### config.mk
export PLATFORM = sky130hd
export DESIGN_NAME = ordered_list_move_by_offset_unit_flat
export DESIGN_NICKNAME = d
export VERILOG_FILES = /design/src/rtl/olm_pkg.sv /design/src/rtl/olm_if.sv /design/src/rtl/ordered_list_move_by_offset_unit.sv /design/src/rtl/olm_ctrl.sv /design/src/rtl/olm_dp.sv /design/src/flat_wrapper.sv
export SDC_FILE = /design/constraint.sdc
export NUM_CORES = 2
export LEC_CHECK = 0
export BUFFER_PORTS_ARGS = -buffer_cell sky130_fd_sc_hd__buf_2
export CORE_AREA = 3 3 344 346
export DETAILED_ROUTE_END_ITERATION = 16
export DIE_AREA = 0 0 347 349
export GPL_ROUTABILITY_DRIVEN = 0
export PLACE_DENSITY = 0.53
export SKIP_CTS_REPAIR_TIMING = 1
export SLEW_MARGIN = 20
export SYNTH_ARGS = -nofsm -noshare
export SYNTH_HDL_FRONTEND = slang
export SYNTH_HIERARCHICAL = 1
export SYNTH_SLANG_ARGS = --single-unit
### constraint.sdc
create_clock -name clk -period 30.3 [get_ports clk]
set_clock_uncertainty 0.15 [all_clocks]
set_input_delay 6.06 -clock clk [delete_from_list [all_inputs] [get_ports clk]]
set_output_delay 6.06 -clock clk [all_outputs]
set_load 0.005 [all_outputs]
### src/rtl/olm_pkg.sv
// Package for the ordered list move unit: field widths, list size,
// status and command codes, controller state and command types.
// No dependencies.
package olm_pkg;

  localparam int MAX_ENTRIES = 64;
  localparam int IDX_W       = $clog2(MAX_ENTRIES);
  localparam int CNT_W       = $clog2(MAX_ENTRIES + 1);

  // fixed field widths
  localparam int CMD_W  = 1;
  localparam int ID_W   = 7;
  localparam int OFF_W  = 7;
  localparam int RP_W   = 6;
  localparam int RPOS_W = 6;
  localparam int ST_W   = 2;
  localparam int CFG_W  = 7;

  localparam int TGT_W = ((IDX_W > OFF_W) ? IDX_W : OFF_W) + 2;

  localparam logic [CFG_W-1:0] CFG_RESET = CFG_W'(64);

  localparam logic [CMD_W-1:0] CMD_MOVE = 1'b0;
  localparam logic [CMD_W-1:0] CMD_READ = 1'b1;

  localparam logic [ST_W-1:0] ST_OK        = 2'd0;
  localparam logic [ST_W-1:0] ST_NOT_FOUND = 2'd1;
  localparam logic [ST_W-1:0] ST_CLAMPED   = 2'd2;

  typedef enum logic [1:0] {
    S_IDLE,
    S_SEARCH,
    S_FINISH
  } olm_state_t;

  typedef struct packed {
    logic capture;  // latch the input word
    logic search;   // compare all positions, read the addressed one
    logic commit;   // shift the list, load the result register
  } olm_cmd_t;

endpackage

### src/rtl/olm_if.sv
// Channel interfaces of the ordered list move unit: command in, result
// out, configuration write. Depends on olm_pkg.
interface olm_in_if;
  logic                             valid;
  logic                             ready;
  logic [olm_pkg::CMD_W-1:0]        cmd;
  logic [olm_pkg::ID_W-1:0]         entry_id;
  logic signed [olm_pkg::OFF_W-1:0] offset;
  logic [olm_pkg::RP_W-1:0]         read_position;

  modport source (output valid, cmd, entry_id, offset, read_position, input ready);
  modport sink (input valid, cmd, entry_id, offset, read_position, output ready);
endinterface

interface olm_out_if;
  logic                       valid;
  logic                       ready;
  logic [olm_pkg::ID_W-1:0]   result_id;
  logic [olm_pkg::RPOS_W-1:0] result_position;
  logic [olm_pkg::ST_W-1:0]   status;

  modport source (output valid, result_id, result_position, status, input ready);
  modport sink (input valid, result_id, result_position, status, output ready);
endinterface

interface olm_cfg_if;
  logic                      valid;
  logic                      ready;
  logic [olm_pkg::CFG_W-1:0] entries_in_use;

  modport source (output valid, entries_in_use, input ready);
  modport sink (input valid, entries_in_use, output ready);
endinterface

### src/rtl/ordered_list_move_by_offset_unit.sv
// Ordered list move unit, top level. Depends on olm_pkg, olm_if, olm_ctrl, olm_dp.
// Sequence: an accepted command word is captured, compared, then shifted and
//   committed; the commit waits only while the result word is held back.
// Commands: one at a time; the next word is taken only once the three-state
//   sequencer, which owns the list registers for the whole command, is back in idle.
// Reset (rst_n, synchronous): list holds ids 1..MAX_ENTRIES in order,
//   entries_in_use = 64, no result pending. No clearing pass.
module ordered_list_move_by_offset_unit (
  input  logic      clk,
  input  logic      rst_n,
  olm_in_if.sink    in_ch,
  olm_out_if.source out_ch,
  olm_cfg_if.sink   cfg_ch
);
  import olm_pkg::*;

  olm_cmd_t cmd;

  // Controller: one command in flight; the result register lets a new
  // command come in while the previous result word still waits.
  olm_ctrl u_ctrl (
    .clk       (clk),
    .rst_n     (rst_n),
    .in_valid  (in_ch.valid),
    .in_ready  (in_ch.ready),
    .out_valid (out_ch.valid),
    .out_ready (out_ch.ready),
    .cmd       (cmd)
  );

  // Datapath: the list lives in a row of registers, one per position.
  // Search compares every position at once; the move shifts the segment
  // between old and new position by one place in a single update.
  olm_dp u_dp (
    .clk                 (clk),
    .rst_n               (rst_n),
    .cmd                 (cmd),
    .cfg_we              (cfg_ch.valid),
    .cfg_entries_in_use  (cfg_ch.entries_in_use),
    .in_cmd              (in_ch.cmd),
    .in_entry_id         (in_ch.entry_id),
    .in_offset           (in_ch.offset),
    .in_read_position    (in_ch.read_position),
    .out_result_id       (out_ch.result_id),
    .out_result_position (out_ch.result_position),
    .out_status          (out_ch.status)
  );

  // configuration word is always taken
  assign cfg_ch.ready = 1'b1;

endmodule

### src/rtl/olm_ctrl.sv
// Controller of the ordered list move unit: sequences capture, search and
// commit, and owns the channel handshakes. Depends on olm_pkg.
module olm_ctrl (
  input  logic              clk,
  input  logic              rst_n,
  input  logic              in_valid,
  output logic              in_ready,
  output logic              out_valid,
  input  logic              out_ready,
  output olm_pkg::olm_cmd_t cmd
);
  import olm_pkg::*;

  olm_state_t state_r, state_nxt;
  logic       out_valid_r, out_valid_nxt;

  always_ff @(posedge clk) begin
    if (!rst_n) begin
      state_r     <= S_IDLE;
      out_valid_r <= 1'b0;
    end else begin
      state_r     <= state_nxt;
      out_valid_r <= out_valid_nxt;
    end
  end

  always_comb begin
    state_nxt     = state_r;
    cmd           = '0;
    in_ready      = 1'b0;
    out_valid_nxt = out_valid_r && !out_ready;
    case (state_r)
      S_IDLE: begin
        in_ready = 1'b1;
        if (in_valid) begin
          cmd.capture = 1'b1;
          state_nxt   = S_SEARCH;
        end
      end
      S_SEARCH: begin
        cmd.search = 1'b1;
        state_nxt  = S_FINISH;
      end
      S_FINISH: begin
        // wait for the result slot to free up
        if (!out_valid_r || out_ready) begin
          cmd.commit    = 1'b1;
          out_valid_nxt = 1'b1;
          state_nxt     = S_IDLE;
        end
      end
      default: begin
        state_nxt = S_IDLE;
      end
    endcase
  end

  assign out_valid = out_valid_r;

endmodule

### src/rtl/olm_dp.sv
// Datapath of the ordered list move unit: list registers, parallel id
// compare, target clamp, segment shift and result register. Depends on olm_pkg.
module olm_dp (
  input  logic                             clk,
  input  logic                             rst_n,
  input  olm_pkg::olm_cmd_t                cmd,
  input  logic                             cfg_we,
  input  logic [olm_pkg::CFG_W-1:0]        cfg_entries_in_use,
  input  logic [olm_pkg::CMD_W-1:0]        in_cmd,
  input  logic [olm_pkg::ID_W-1:0]         in_entry_id,
  input  logic signed [olm_pkg::OFF_W-1:0] in_offset,
  input  logic [olm_pkg::RP_W-1:0]         in_read_position,
  output logic [olm_pkg::ID_W-1:0]         out_result_id,
  output logic [olm_pkg::RPOS_W-1:0]       out_result_position,
  output logic [olm_pkg::ST_W-1:0]         out_status
);
  import olm_pkg::*;

  logic [CFG_W-1:0]        cfg_r;
  logic [CNT_W-1:0]        act_n;

  logic [CMD_W-1:0]        cmd_r;
  logic [CNT_W-1:0]        id_r;
  logic signed [OFF_W-1:0] off_r;
  logic [RP_W-1:0]         rp_r;

  logic [CNT_W-1:0]        list_r [MAX_ENTRIES];
  logic [CNT_W-1:0]        list_nxt [MAX_ENTRIES];
  logic [CNT_W-1:0]        up_nb [MAX_ENTRIES];
  logic [CNT_W-1:0]        dn_nb [MAX_ENTRIES];

  logic [MAX_ENTRIES-1:0]  match_r;
  logic [CNT_W-1:0]        rd_id_r;
  logic                    rd_nf_r;

  logic                    found;
  logic [IDX_W-1:0]        y;
  logic signed [TGT_W-1:0] t_raw;
  logic signed [TGT_W-1:0] n_last;
  logic [IDX_W-1:0]        t;
  logic                    clamped;
  logic                    fwd, bwd, do_move;

  logic [ID_W-1:0]         res_id_r, res_id_nxt;
  logic [RPOS_W-1:0]       res_pos_r, res_pos_nxt;
  logic [ST_W-1:0]         res_st_r, res_st_nxt;

  // register value of zero acts as one, above the table acts as full
  always_comb begin
    if (cfg_r == '0) begin
      act_n = CNT_W'(1);
    end else if (32'(cfg_r) > MAX_ENTRIES) begin
      act_n = CNT_W'(MAX_ENTRIES);
    end else begin
      act_n = CNT_W'(cfg_r);
    end
  end

  always_ff @(posedge clk) begin
    if (!rst_n) begin
      cfg_r <= CFG_RESET;
    end else if (cfg_we) begin
      cfg_r <= cfg_entries_in_use;
    end
  end

  always_ff @(posedge clk) begin
    if (cmd.capture) begin
      cmd_r <= in_cmd;
      id_r  <= CNT_W'(in_entry_id);
      off_r <= in_offset;
      rp_r  <= in_read_position;
    end
  end

  // search: one comparator per position
  always_ff @(posedge clk) begin
    if (cmd.search) begin
      for (int i = 0; i < MAX_ENTRIES; i++) begin
        match_r[i] <= (list_r[i] == id_r) && (i < int'(act_n));
      end
      if (32'(rp_r) >= MAX_ENTRIES) begin
        rd_id_r <= '0;
        rd_nf_r <= 1'b1;
      end else begin
        rd_id_r <= list_r[IDX_W'(rp_r)];
        rd_nf_r <= 1'b0;
      end
    end
  end

  // lowest matching position
  always_comb begin
    y = '0;
    for (int i = MAX_ENTRIES - 1; i >= 0; i--) begin
      if (match_r[i]) begin
        y = IDX_W'(i);
      end
    end
  end
  assign found = |match_r;

  // target position, clamped to the used part
  assign t_raw  = $signed(TGT_W'(y)) + TGT_W'(off_r);
  assign n_last = $signed(TGT_W'(act_n)) - TGT_W'(1);

  always_comb begin
    clamped = 1'b0;
    t       = IDX_W'(t_raw);
    if (t_raw < 0) begin
      clamped = 1'b1;
      t       = '0;
    end else if (t_raw > n_last) begin
      clamped = 1'b1;
      t       = IDX_W'(n_last);
    end
  end

  assign fwd     = t > y;
  assign bwd     = t < y;
  assign do_move = cmd.commit && (cmd_r == CMD_MOVE) && found;

  for (genvar g = 0; g < MAX_ENTRIES; g++) begin : g_nb
    if (g < MAX_ENTRIES - 1) begin : g_up
      assign up_nb[g] = list_r[g + 1];
    end else begin : g_up_end
      assign up_nb[g] = list_r[g];
    end
    if (g > 0) begin : g_dn
      assign dn_nb[g] = list_r[g - 1];
    end else begin : g_dn_end
      assign dn_nb[g] = list_r[g];
    end
  end

  // each position picks itself, its upper or lower neighbour, or the moved id
  always_comb begin
    for (int i = 0; i < MAX_ENTRIES; i++) begin
      list_nxt[i] = list_r[i];
      if (IDX_W'(i) == t) begin
        list_nxt[i] = id_r;
      end else if (fwd && IDX_W'(i) >= y && IDX_W'(i) < t) begin
        list_nxt[i] = up_nb[i];
      end else if (bwd && IDX_W'(i) > t && IDX_W'(i) <= y) begin
        list_nxt[i] = dn_nb[i];
      end
    end
  end

  always_ff @(posedge clk) begin
    if (!rst_n) begin
      for (int i = 0; i < MAX_ENTRIES; i++) begin
        list_r[i] <= CNT_W'(i + 1);
      end
    end else if (do_move) begin
      list_r <= list_nxt;
    end
  end

  always_comb begin
    if (cmd_r == CMD_READ) begin
      res_id_nxt  = ID_W'(rd_id_r);
      res_pos_nxt = RPOS_W'(rp_r);
      res_st_nxt  = rd_nf_r ? ST_NOT_FOUND : ST_OK;
    end else if (!found) begin
      res_id_nxt  = ID_W'(id_r);
      res_pos_nxt = '0;
      res_st_nxt  = ST_NOT_FOUND;
    end else begin
      res_id_nxt  = ID_W'(id_r);
      res_pos_nxt = RPOS_W'(t);
      res_st_nxt  = clamped ? ST_CLAMPED : ST_OK;
    end
  end

  always_ff @(posedge clk) begin
    if (cmd.commit) begin
      res_id_r  <= res_id_nxt;
      res_pos_r <= res_pos_nxt;
      res_st_r  <= res_st_nxt;
    end
  end

  assign out_result_id       = res_id_r;
  assign out_result_position = res_pos_r;
  assign out_status          = res_st_r;

endmodule

### src/flat_wrapper.sv
// flat-port wrapper written by rule: the top's interface ports become plain ports
module ordered_list_move_by_offset_unit_flat import olm_pkg::*;
  (clk, rst_n, in_ch_valid, in_ch_cmd, in_ch_entry_id, in_ch_offset, in_ch_read_position, in_ch_ready, out_ch_valid, out_ch_result_id, out_ch_result_position, out_ch_status, out_ch_ready, cfg_ch_valid, cfg_ch_entries_in_use, cfg_ch_ready);
  olm_in_if in_ch_i ();
  olm_out_if out_ch_i ();
  olm_cfg_if cfg_ch_i ();
  input  logic clk;
  input  logic rst_n;
  input wire logic [$bits(in_ch_i.valid)-1:0] in_ch_valid;
  input wire logic [$bits(in_ch_i.cmd)-1:0] in_ch_cmd;
  input wire logic [$bits(in_ch_i.entry_id)-1:0] in_ch_entry_id;
  input wire logic [$bits(in_ch_i.offset)-1:0] in_ch_offset;
  input wire logic [$bits(in_ch_i.read_position)-1:0] in_ch_read_position;
  output wire logic [$bits(in_ch_i.ready)-1:0] in_ch_ready;
  output wire logic [$bits(out_ch_i.valid)-1:0] out_ch_valid;
  output wire logic [$bits(out_ch_i.result_id)-1:0] out_ch_result_id;
  output wire logic [$bits(out_ch_i.result_position)-1:0] out_ch_result_position;
  output wire logic [$bits(out_ch_i.status)-1:0] out_ch_status;
  input wire logic [$bits(out_ch_i.ready)-1:0] out_ch_ready;
  input wire logic [$bits(cfg_ch_i.valid)-1:0] cfg_ch_valid;
  input wire logic [$bits(cfg_ch_i.entries_in_use)-1:0] cfg_ch_entries_in_use;
  output wire logic [$bits(cfg_ch_i.ready)-1:0] cfg_ch_ready;
  assign in_ch_i.valid = in_ch_valid;
  assign in_ch_i.cmd = in_ch_cmd;
  assign in_ch_i.entry_id = in_ch_entry_id;
  assign in_ch_i.offset = in_ch_offset;
  assign in_ch_i.read_position = in_ch_read_position;
  assign in_ch_ready = in_ch_i.ready;
  assign out_ch_valid = out_ch_i.valid;
  assign out_ch_result_id = out_ch_i.result_id;
  assign out_ch_result_position = out_ch_i.result_position;
  assign out_ch_status = out_ch_i.status;
  assign out_ch_i.ready = out_ch_ready;
  assign cfg_ch_i.valid = cfg_ch_valid;
  assign cfg_ch_i.entries_in_use = cfg_ch_entries_in_use;
  assign cfg_ch_ready = cfg_ch_i.ready;
  ordered_list_move_by_offset_unit u_core (.clk(clk), .rst_n(rst_n), .in_ch(in_ch_i), .out_ch(out_ch_i), .cfg_ch(cfg_ch_i));
endmodule
==> flow_summary.toml <==
[place]
place_ws_ns = 17.88
io_buffers = 49
placed_area_um2 = 47800
dp.cells = 6707
dpl.hpwl_um = 171000

[pwr]
p_leak_nw = 16.6
p_sw_mw = 1.01
p_clk_share_pct = 36.8
intPower_mw = 1.57
ir_drop_uv = 42.1
power_density_nw_per_um2 = 51.1
swShare_pct = 39.2
finalPower_mw = 2.58
pwr-share-comb_pct = 32.1
p_seq_share_pct = 31.1

[critical_path]
cpPeakStageDelay_ns = 0.96
crit_path_start_kind = "register"
path_max_fanout = 34
cp_slowest_cell = "mux2i_2"
worstSetupPathType = "register to register"
worstSetupEndpointType = "register"
cp.arrival_ns = 13.46
required_ns = 30.71
cpMostUsedCell = "ha_1"

[die]
ioPinCount = 51
die_width_um = 347
initial_core_util_pct = 39.8
die_h_um = 349
rows = 125
die-area_um2 = 121000
coreArea_um2 = 116000

[synth]
yosysWarningCount = 6
ys_types = 121
syn_inst = 5450
synth_edf_count = 107
synth_top_flop_cell = "dfxtp_1"
synth_area_per_cell_um2 = 8.46
syn_area_um2 = 46100
async_flop_share_pct = 0
synth-seq-cells = 565
ys_seq_area_share_pct = 26.9
syn_nets = 5504

[cells_and_area]
syn_to_final_growth_pct = 9.59
final_cell_mix = "dfxtp_1 (457), nor2_1 (413), xnor2_1 (339)"
layout.cells.non_filler = 6866
drive_gt1_share_pct = 13.2
layout_commonest_cell = "dfxtp_1"
fillers = 11500
final_util_pct = 43.7
register_area_um2 = 12400
finalInstanceArea_um2 = 50500
multi_input_area_um2 = 31700
nets = 5318

[grt]
grt_usage_pct = 39.1
first_global_vias = 45900
grt_overflow_total = 0
grt_pass1_wl_um = 350000
grt_max_degree = 194
grt_antenna_before_repair = 17

[run_status]
status = "complete, no violations"

[clocking]
path_clk_slew_ns = 0.06
numCtsBuffers = 75
clk_path_buf_depth = 3
cts_root_buf = "clkbuf_16"
cts_tree = "built"
worstSkewPairLatency_ns = 0.69
htree_levels = 3
cts.sinks = 565

[sta]
setup_tns_ns = 0
worst_slack_ns = 17.25
slew_headroom_pct = 10.2
finalHoldWorstSlack_ns = 0.380
finalHoldViolations = 0
worst_slew_pin_slew_ns = 1.34
fmax_mhz = 76.6
setup_viol = 0
fin_crit_ns = 13.05
rsz0062_at_grt = "false"
drv_slew = 0
fin_crit_sh_pct = 43.1

[routing]
routed_wl_um = 247000
drc = 0
vias = 51500
antenna_left = 0
drt_first_pass_iters = 7
drtIter0Drc = 8374
vias_per_cell = 7.50
wl_per_cell_um = 36.0

[flow_run]
maxCapViolations = 0

[worst_hold_path]
hold_class = "register to register"
state kept, by name, indices dropped and copies added, names as in the netlist:
signal and flops:
u_core/u_ctrl/out_valid 1, u_core/u_ctrl/state_r 2, u_core/u_dp/cfg_r 7, u_core/u_dp/cmd_r 1
u_core/u_dp/dn_nb 441, u_core/u_dp/id_r 7, u_core/u_dp/list_r 7, u_core/u_dp/match_r 64
u_core/u_dp/off_r 7, u_core/u_dp/out_result_id 7, u_core/u_dp/out_result_position 6, u_core/u_dp/out_status 2
u_core/u_dp/rd_id_r 7, u_core/u_dp/rp_r 6
kinds of logic after synthesis:
group                    count (synthesis)  share of synthesized area, %
AO/OA/AOI/OAI                         1895                          30.8
XOR/XNOR                               452                          8.60
adder cells (fa/ha/maj)                 22                         0.608
buffers and inverters                  578                          5.10
flip-flops                             565                          26.9
multiplexers                           219                          8.84
other                                    2                        0.0163
AND/OR/NAND/NOR                       1717                          19.2
area by class of cell:
cell class              instances  share of cell area [%]
clock buffers                 105                    4.33
clock inverters                33                   0.713
multi-input cells            4307                    62.7
flip-flops and latches        565                    24.5
well taps                    1524                    3.77
repair buffers                221                    3.18
diodes                         17                  0.0842
inverters                      94                   0.718
worst max-delay path, delay by kind of cell, from the launching register on:
kind            cells  cell delay (ns)
compound gates     12             4.89
fa+ha+maj           3             1.06
buf+inv             5             1.77
flops               1             0.48
mux                 1             0.96
simple gates        9             3.60
power groups by stage:
stage / clock network [mW] / logic (mW) / registers, mW
after floorplan: 0 / 0.507 / 0.808
after global placement: 0 / 0.769 / 0.818
after detailed placement: 0 / 0.771 / 0.818
after CTS: 0.954 / 0.774 / 0.802
after global routing: 0.983 / 0.844 / 0.804
final: 0.949 / 0.828 / 0.803
path summary, 6_finish.rpt:
kind	startpoint	endpoint	slack, ns	depth (start not counted)
min	u_core/u_dp/dn_nb[284]$_SDFFE_PN1P_	u_core/u_dp/dn_nb[284]$_SDFFE_PN1P_	0.38	2
max	u_core/u_dp/match_r[21]$_DFFE_PP_	u_core/u_dp/dn_nb[175]$_SDFFE_PN0P_	17.25	30
min reg2reg	u_core/u_dp/dn_nb[284]$_SDFFE_PN1P_	u_core/u_dp/dn_nb[284]$_SDFFE_PN1P_	0.38	2
max reg2reg	u_core/u_dp/match_r[21]$_DFFE_PP_	u_core/u_dp/dn_nb[175]$_SDFFE_PN0P_	17.25	30
per-layer routing:
layer	GRT usage (%)	vias to the layer above	routed length, um
met2	54.2	4208	98500
li1	-	21200	-
met3	15.2	1003	36000
met5	0.800	-	191
met4	24.7	12	19100
met1	50.3	25000	93300
Yosys cell counts, types with 122 or more instances:
cell type | count | area, um2
clkbuf_1 | 328 | 1230
a21oi_1 | 205 | 1030
dfxtp_1 | 458 | 9170
nor3_1 | 146 | 731
nand2_1 | 258 | 968
xnor2_1 | 339 | 2970
mux4_2 | 147 | 3310
o31ai_1 | 127 | 953
a31oi_1 | 122 | 763
o21ai_0 | 296 | 1480
nor2_1 | 419 | 1570
nand4_1 | 189 | 1180
a211oi_1 | 194 | 1460
nand3_1 | 325 | 1630
Note: power is estimated with default switching activity, not from simulation.
